[src/design/cqm_pkg.sv]
package cqm_pkg;

  localparam int DefActDepth      = 4096;
  localparam int DefWeightDepth   = 4096;
  localparam int DefMaxOutChannels = 64;

  localparam int CfgW = 9;

  typedef enum logic [1:0] {
    OP_LOAD_ACT = 2'd0,
    OP_LOAD_W   = 2'd1,
    OP_LOAD_WZP = 2'd2,
    OP_COMPUTE  = 2'd3
  } op_e;

  typedef enum logic [2:0] {
    REG_IMAGE_HEIGHT   = 3'd0,
    REG_IMAGE_WIDTH    = 3'd1,
    REG_CHANNELS       = 3'd2,
    REG_KERNEL_HEIGHT  = 3'd3,
    REG_KERNEL_WIDTH   = 3'd4,
    REG_DILATION_ROWS  = 3'd5,
    REG_DILATION_COLS  = 3'd6,
    REG_INPUT_ZP       = 3'd7
  } reg_e;

  typedef logic signed [35:0] wide_t;

  typedef struct packed {
    logic [8:0]        image_height;
    logic [8:0]        image_width;
    logic [8:0]        channels_per_group;
    logic [4:0]        kernel_height;
    logic [4:0]        kernel_width;
    logic [4:0]        dilation_rows;
    logic [4:0]        dilation_cols;
    logic signed [8:0] input_zero_point;
  } cfg_t;

  typedef struct packed {
    op_e               op;
    logic              wr_ok;
    logic [11:0]       store_address;
    logic signed [8:0] load_value;
    logic [5:0]        out_channel;
    logic [5:0]        group_index;
    logic signed [8:0] origin_row;
    logic signed [8:0] origin_col;
  } item_t;

  typedef struct packed {
    logic  valid;
    item_t item;
  } head_t;

endpackage

[src/design/cqm_front.sv]
module cqm_front import cqm_pkg::*; #(
  parameter int ActDepth       = DefActDepth,
  parameter int WeightDepth    = DefWeightDepth,
  parameter int MaxOutChannels = DefMaxOutChannels
) (
  input  logic              clk_i,
  input  logic              rst_ni,
  input  logic              start_i,
  output logic              busy_o,
  input  logic [1:0]        op_i,
  input  logic [11:0]       store_address_i,
  input  logic signed [8:0] load_value_i,
  input  logic [5:0]        out_channel_i,
  input  logic [5:0]        group_index_i,
  input  logic signed [8:0] origin_row_i,
  input  logic signed [8:0] origin_col_i,
  input  logic              pop_i,
  output head_t             head_o
);

  item_t      q_q [2];
  logic       wr_ptr_q, rd_ptr_q;
  logic [1:0] cnt_q;
  logic       push, pop;
  item_t      in_item;
  logic [20:0] addr_ext;

  // classify: does a load land inside its store
  assign addr_ext = 21'(store_address_i);

  always_comb begin
    in_item.op            = op_e'(op_i);
    in_item.store_address = store_address_i;
    in_item.load_value    = load_value_i;
    in_item.out_channel   = out_channel_i;
    in_item.group_index   = group_index_i;
    in_item.origin_row    = origin_row_i;
    in_item.origin_col    = origin_col_i;
    unique case (op_e'(op_i))
      OP_LOAD_ACT: in_item.wr_ok = addr_ext < 21'(ActDepth);
      OP_LOAD_W:   in_item.wr_ok = addr_ext < 21'(WeightDepth);
      OP_LOAD_WZP: in_item.wr_ok = addr_ext < 21'(MaxOutChannels);
      default:     in_item.wr_ok = 1'b0;
    endcase
  end

  assign busy_o      = cnt_q[1];
  assign push        = start_i && !busy_o;
  assign pop         = pop_i && (cnt_q != 2'd0);
  assign head_o.valid = cnt_q != 2'd0;
  assign head_o.item  = q_q[rd_ptr_q];

  always_ff @(posedge clk_i) begin
    if (push) begin
      q_q[wr_ptr_q] <= in_item;
    end
  end

  always_ff @(posedge clk_i or negedge rst_ni) begin
    if (!rst_ni) begin
      wr_ptr_q <= 1'b0;
      rd_ptr_q <= 1'b0;
      cnt_q    <= 2'd0;
    end else begin
      if (push) wr_ptr_q <= !wr_ptr_q;
      if (pop)  rd_ptr_q <= !rd_ptr_q;
      cnt_q <= cnt_q + 2'(push) - 2'(pop);
    end
  end

endmodule

[config.mk]
export PLATFORM = sky130hd
export DESIGN_NAME = cqm_front
export DESIGN_NICKNAME = d
export VERILOG_FILES = /design/src/design/cqm_pkg.sv /design/src/design/cqm_front.sv
export SDC_FILE = /design/constraint.sdc
export NUM_CORES = 1
export LEC_CHECK = 0
export ABC_CLOCK_PERIOD_IN_PS = 7250
export BUFFER_PORTS_ARGS = -buffer_cell sky130_fd_sc_hd__clkbuf_2
export CAP_MARGIN = 20
export CORE_MARGIN = 3
export CORE_UTILIZATION = 29
export CTS_CLUSTER_SIZE = 25
export DETAILED_ROUTE_END_ITERATION = 10
export GPL_TIMING_DRIVEN = 0
export PLACE_DENSITY_LB_ADDON = 0.05
export RECOVER_POWER = 100
export SLEW_MARGIN = 0
export SYNTH_ARGS = -nofsm -noshare
export SYNTH_HDL_FRONTEND = slang
export SYNTH_SLANG_ARGS = --single-unit
[constraint.sdc]
create_clock -name clk_i -period 7.25 [get_ports clk_i]
set_input_delay 0 -clock clk_i [delete_from_list [all_inputs] [get_ports clk_i]]
set_output_delay 0 -clock clk_i [all_outputs]
set_load 0.01 [all_outputs]
==> impl_metrics.py, run 1 <==
metrics = {
    "critical_path": {
        "critPathBufInv": 1,
        "required_ns": 7.20,
        "worstRegToRegCells": 3,
        "critPathCapture": "q_q[1][4]",
        "worstPathCellList": "nand2b_1 -> nor2_1 -> clkbuf_1",
        "worstPathMaxFanout": 21,
        "cp-start-kind": "flop",
        "arrival_ns": 3.26,
        "critPathKind": "flop to flop",
        "setup.worst_path.start": "cnt_q[1]",
        "path_depth": 3,
        "end_kind": "flop",
        "r2r_setup_slack_ns": 3.94,
        "cp_slowest_cell": "nor2_1",
        "r2r-start": "cnt_q[1]",
        "max_stage_delay_ns": 1.19,
        "rr_endpoint": "q_q[1][4]",
        "cp_top_family": "simple AND/OR/NAND/NOR gates",
    },
    "place": {
        "pre_cts_slack_ns": 5.329,
        "place_hpwl_mm": 5.470,
        "placed_cells": 479,
        "io_buffer_count": 112,
        "gp_congestion": 0.6686,
    },
    "status": {
        "failed_checks": "capacitance limit, slew limit",
        "status": "finished, violations left",
    },
    "synth": {
        "synth_nets": 246,
        "synthTopCellsByCount": "108 x edfxtp_1, 47 x mux2_2, 7 x mux2_1",
        "syn_inst": 187,
        "yosysWarnings": 0,
        "synth_area_leaders": "edfxtp_1 79%, mux2_2 13%, dfrtp_1 2.4%, mux2_1 1.9%, buf_4 0.91%",
        "synth.most_common_cell": "edfxtp_1",
        "syn-cell-area_mm2": 0.004116,
        "synth.yosys.seq_area_share": 0.8122,
        "synth_cell_types": 16,
        "synth-edff-count": 108,
        "ys_ff_latch": 112,
        "syn_avg_cell_area_um2": 22.01,
        "synth_top_area_share": 0.7878,
        "synth-main-ff-cell": "edfxtp_1",
        "async_reset_ff_frac": 0.03571,
        "yosysTopAreaCell": "edfxtp_1",
    },
    "clocking": {
        "cts_tree": "yes",
        "clock_path_buffers": 2,
        "post_cts_buffers": 0,
        "cts-root-buf": "clkbuf_16",
        "numCtsBuffers": 9,
        "clk-insertion-delay-late_ns": 0.34,
        "cts.sinks": 112,
        "htreeDepth": 3,
        "clkTransAtPathRegs_ns": 0.07,
    },
    "pwr": {
        "irDropWorstVdd_mv": 0.2043,
        "power_density_mw_per_mm2": 335.6,
        "leakage_nw": 1.874,
    },
    "drt": {
        "dr_total_vias": 2304,
        "routed_wirelength_mm": 8.187,
        "vias_per_cell": 4.181,
        "drt_iter0_drc": 150,
        "firstDrtPassIters": 4,
        "ant_nets": 0,
        "wl_per_cell_um": 14.86,
        "drc": 0,
    },
    "timing": {
        "slew_violations": 18,
        "setup_tns_ns": 0,
        "grt_setup_unrepaired": "false",
        "slew-limit-headroom": -0.04633,
        "min_period_ns": 3.306,
        "hold_viol": 0,
        "finalCritPeriodShare": 0.4560,
        "skew_ns": 0.007117,
        "setup_violations": 0,
        "layout_setup_ws_ns": 3.944,
        "clock.fmax_ghz": 0.3025,
        "worst_pin_slew_ns": 1.564,
    },
    "finish": {
        "n_antenna_cell": 0,
        "area_growth_pct": 35.74,
        "fin_nets": 429,
        "final_util": 0.4121,
        "fin_cells": 551,
        "layout-drive-gt1-share": 0.2160,
    },
    "flow_run": {
        "max-cap-violations": 1,
    },
    "floorplan": {
        "die_y_um": 125.1,
        "coreArea_mm2": 0.01356,
        "pin_count": 113,
        "start_util": 0.3036,
        "row_count": 42,
        "die_area_mm2": 0.01566,
        "die_width_um": 125.1,
    },
    "grt": {
        "antenna_found_initial": 0,
        "grt_pass1_wl_mm": 13.03,
        "track_usage": 0.1087,
        "grt_pass1_vias": 2502,
        "gr-total-overflow": 0,
        "grt_max_degree": 24,
    },
    "hold_path": {
        "hold_path.class": "primary input to flop",
    },
}
==> metal layers <==
layer  global-route usage  vias up  routed length [µm]
met1               0.1324     1128                3529
met2               0.1749       69                4068
li1                     -     1100                   -
met3              0.04222        7                 466
met5                    0        -                   0
met4              0.04209        0                 123
==> cell usage in the layout, fill, tap and decap left out, drive strengths merged <==
master / netlist / routed
mux2: 54 / 54
or2: 1 / 1
clkbuf: 0 / 133
clkinv: 0 / 4
or4: 1 / 1
dlygate4sd3: 0 / 56
dfrtp: 4 / 4
xnor2: 3 / 3
o41ai: 1 / 1
xor2: 1 / 1
inv: 2 / 2
clkinvlp: 0 / 1
ha: 2 / 2
nor2: 2 / 2
nand2b: 1 / 1
o21a: 1 / 1
edfxtp: 108 / 108
==> kinds of logic (layout without fill, tap and decap cells) <==
logic type,Yosys count,count (layout),synth area share
xor+xnor,4,4,0.008512
compound gates,2,2,0.005777
simple gates,5,5,0.007601
fa+ha+maj,2,2,0.006078
flops,112,112,0.8122
mux,54,54,0.1477
buf+inv,8,196,0.01216
==> cell type report <==
| type | instances | area [µm²] |
|---|---|---|
| Buffer | 6 | 22.52 |
| Tap cell | 176 | 220.2 |
| Multi-Input combinational cell | 67 | 711.9 |
| Clock buffer | 11 | 232.7 |
| Sequential cell | 112 | 3343 |
| Fill cell | 1303 | 7970 |
| Clock inverter | 5 | 23.77 |
| Timing Repair Buffer | 172 | 1026 |
| Inverter | 2 | 7.507 |
==> what timing repair did <==
action	in CTS	in global routing
setup endpoints to repair	0	0
hold endpoints to repair	113	0
resized for setup	0	0
hold buffers	56	0
==> worst min-delay path: stages <==
cell and delay (ns):
clkbuf_2 0.08, nand2b_1 0.17, xnor2_1 0.09
==> state kept, by name, indices dropped and copies added, names as in the netlist <==
name	flops
rd_ptr_q	1
cnt_q	2
q_q	108
wr_ptr_q	1
==> power breakdown <==
part / internal (W) / switching (W) / leakage (nW)
clock: 0.000229 / 0.000200 / 0.122
sequential: 0.000857 / 0.0000272 / 1.04
combinational: 0.000237 / 0.000325 / 0.712
==> worst min path at each step <==
stage / startpoint / end / slack, ns / cells past startpoint
2_1_floorplan: rst_ni / cnt_q[0] / -0.30 / 0
3_3_place_gp: rst_ni / cnt_q[0] / -0.18 / 1
3_5_place_dp: rst_ni / cnt_q[0] / -0.18 / 1
4_1_cts: start_i / wr_ptr_q / 0.12 / 3
5_1_grt: start_i / wr_ptr_q / 0.07 / 3
6_report: start_i / wr_ptr_q / 0.04 / 3
==> metrics by stage <==
step	total power, W	area (µm²)	hold slack [ns]
floorplan	0.001267	4116	-0.2956
global placement	0.001512	4897	-0.1838
detailed placement	0.001535	5007	-0.1834
CTS	0.001999	5824	0.1226
global route	0.001997	5588	0.07447
finish	0.001875	5588	0.03559
Note: power is estimated with default switching activity, not from simulation.
==> inputs of run 2 (changes only) <==
--- a/config.mk
+++ b/config.mk
@@ -5,7 +5,7 @@
 export SDC_FILE = /design/constraint.sdc
 export NUM_CORES = 1
 export LEC_CHECK = 0
-export ABC_CLOCK_PERIOD_IN_PS = 7250
+export ABC_CLOCK_PERIOD_IN_PS = 3200
 export BUFFER_PORTS_ARGS = -buffer_cell sky130_fd_sc_hd__clkbuf_2
 export CAP_MARGIN = 20
 export CORE_MARGIN = 3
==> constraint.sdc (replaced) <==
create_clock -name clk_i -period 3.2 [get_ports clk_i]
set_input_delay 0 -clock clk_i [delete_from_list [all_inputs] [get_ports clk_i]]
set_output_delay 0 -clock clk_i [all_outputs]
set_load 0.01 [all_outputs]
==> run 2 against run 1 <==
The flow now finishes without violations. Count of clock-buffer cells in the layout is the same. Setup slack worse by 3.0 ns. Register-to-register slack worse by 2.6 ns. First-iteration DRC count fell by 23%. Wire length decreased by 0.34%. Via count about the same. Final cell count unchanged. Die area unchanged. Power grew 130%. Core utilization up 0.70 points. Cell area rose by 1.7%. Global-route usage did not move.
==> impl_metrics.py, run 2 (synthesis results as in run 1) <==
metrics = {
    "status": {
        "status": "finished clean",
    },
    "drt": {
        "dr_total_vias": 2303,
        "routed_wirelength_mm": 8.159,
        "vias_per_cell": 4.180,
        "drc": 0,
        "wl_per_cell_um": 14.81,
        "drt_iter0_drc": 115,
        "ant_nets": 0,
        "firstDrtPassIters": 4,
    },
    "timing": {
        "layout_setup_ws_ns": 0.9915,
        "slew-limit-headroom": 0.5645,
        "setup_violations": 0,
        "slew_violations": 0,
        "clock.fmax_ghz": 0.4528,
        "hold_viol": 0,
        "finalCritPeriodShare": 0.6902,
        "skew_ns": 0.006812,
        "min_period_ns": 2.209,
        "grt_setup_unrepaired": "false",
        "worst_pin_slew_ns": 0.6517,
    },
    "grt": {
        "gr-total-overflow": 0,
        "grt_max_degree": 24,
        "antenna_found_initial": 0,
        "track_usage": 0.1087,
        "grt_pass1_vias": 2502,
        "grt_pass1_wl_mm": 13.03,
    },
    "pwr": {
        "irDropWorstVdd_mv": 0.4601,
        "combPwrFrac": 0.313,
        "power_density_mw_per_mm2": 759.2,
        "power_switching_w": 0.001268,
        "power_frac_clock": 0.225,
        "p_sw_frac": 0.2939,
        "power_frac_seq": 0.462,
        "internal-power_w": 0.003047,
        "leakage_nw": 1.910,
    },
    "critical_path": {
        "crit_top_cell": "clkbuf_1",
        "cp-start-kind": "flop",
        "max_stage_delay_ns": 0.56,
        "arrival_ns": 2.21,
        "worstPathCellList": "clkbuf_1 -> clkbuf_1 -> mux2_2 -> clkbuf_1",
        "end_kind": "output port",
        "cp_slowest_cell": "clkbuf_1",
        "critPathBufInv": 3,
        "critPathKind": "flop to output port",
        "cp_top_family": "buffers and inverters",
        "required_ns": 3.20,
        "worstPathMaxFanout": 10,
    },
    "floorplan": {
        "pin_count": 113,
        "coreArea_mm2": 0.01356,
        "die_area_mm2": 0.01566,
        "row_count": 42,
        "die_width_um": 125.1,
        "die_y_um": 125.1,
        "start_util": 0.3036,
    },
    "finish": {
        "fin_nets": 429,
        "largest_registers": "q_q: 108 flops, cnt_q: 2 flops",
        "largest_reg_flops": 108,
        "layout_common_cells": "108 x edfxtp_1, 96 x clkbuf_1, 56 x dlygate4sd3_1",
        "regArea_mm2": 0.003343,
        "n_antenna_cell": 0,
        "area_growth_pct": 38.05,
        "fin_area_mm2": 0.005683,
        "fill_cells": 1291,
        "regMostFlops": "q_q",
        "layout-drive-gt1-share": 0.2320,
        "multiInputGateArea_um2": 726.9,
        "final_common_cell": "edfxtp_1",
    },
    "clocking": {
        "clkTransAtPathRegs_ns": 0.06,
        "cts_resized": 0,
        "cts-root-buf": "clkbuf_16",
        "cts.sinks": 112,
        "post_cts_buffers": 0,
        "cts_tree": "yes",
        "clk-insertion-delay-late_ns": 0.34,
        "htreeDepth": 3,
        "clock_path_buffers": 2,
        "numCtsBuffers": 9,
    },
    "place": {
        "placed_cell_area_mm2": 0.005007,
        "place_hpwl_mm": 5.470,
        "pre_cts_slack_ns": 1.279,
        "gp_congestion": 0.6686,
        "io_buffer_count": 112,
    },
    "flow_run": {
        "max-cap-violations": 0,
    },
    "hold_path": {
        "hold_path.class": "primary input to flop",
    },
}
[run 2: tightest hold or removal path: stages]
cell and delay (ns):
clkbuf_2 0.08, nand2b_1 0.26, xnor2_1 0.10
[run 2: final cells by class]
cell class	count	area share
tap	176	0.03875
inverter	2	0.001321
clock inverter	5	0.004183
multi-input combinational	67	0.1279
timing repair buffer	172	0.1946
buffer	6	0.003963
clock buffer	11	0.04095
sequential	112	0.5883
[run 2: metal layers]
layer / global-route usage / part of all wire
met1: 0.1324 / 0.42
met2: 0.1749 / 0.51
met5: 0 / 0
met3: 0.04222 / 0.057
met4: 0.04209 / 0.015
[run 2: final timing paths]
check / cells after the start / startpoint / end / slack, ns
max in group asynchronous: 3 / rst_ni / cnt_q[0] / 2.47
worst min-delay path: 3 / start_i / wr_ptr_q / 0.14
worst min register to register: 1 / cnt_q[1] / cnt_q[1] / 0.55
worst max-delay path: 4 / rd_ptr_q / head_o[45] / 0.99
worst max register to register: 3 / cnt_q[1] / q_q[1][4] / 1.32
min in group asynchronous: 3 / rst_ni / cnt_q[1] / 0.56
[run 2: power groups by stage]
stage | Sequential, W | Combinational (W) | Clock [W]
after floorplan | 0.00203 | 0.000835 | 0
after global placement | 0.00206 | 0.00136 | 0
after detailed placement | 0.00203 | 0.00145 | 0
after CTS | 0.00200 | 0.00151 | 0.00102
after global routing | 0.00202 | 0.00149 | 0.00108
final | 0.00199 | 0.00135 | 0.000970
[run 2: metrics by stage]
step                total power, W  hold slack, ns  TNS [ns]  utilization  cells
floorplan                 0.002870         -0.2956    -21.44            -    187
global placement          0.003427         -0.1838   -213.71       0.3612    475
detailed placement        0.003477         -0.1834         0       0.3693    479
CTS                       0.004529          0.1226         0       0.4296    551
global route              0.004592          0.1799         0       0.4192    551
finish                    0.004315          0.1446         0       0.4192    551
[run 2: repair_timing]
item	CTS	global route
setup endpoints to repair	0	0
hold buffers	56	0
endpoints found under the hold margin	113	0
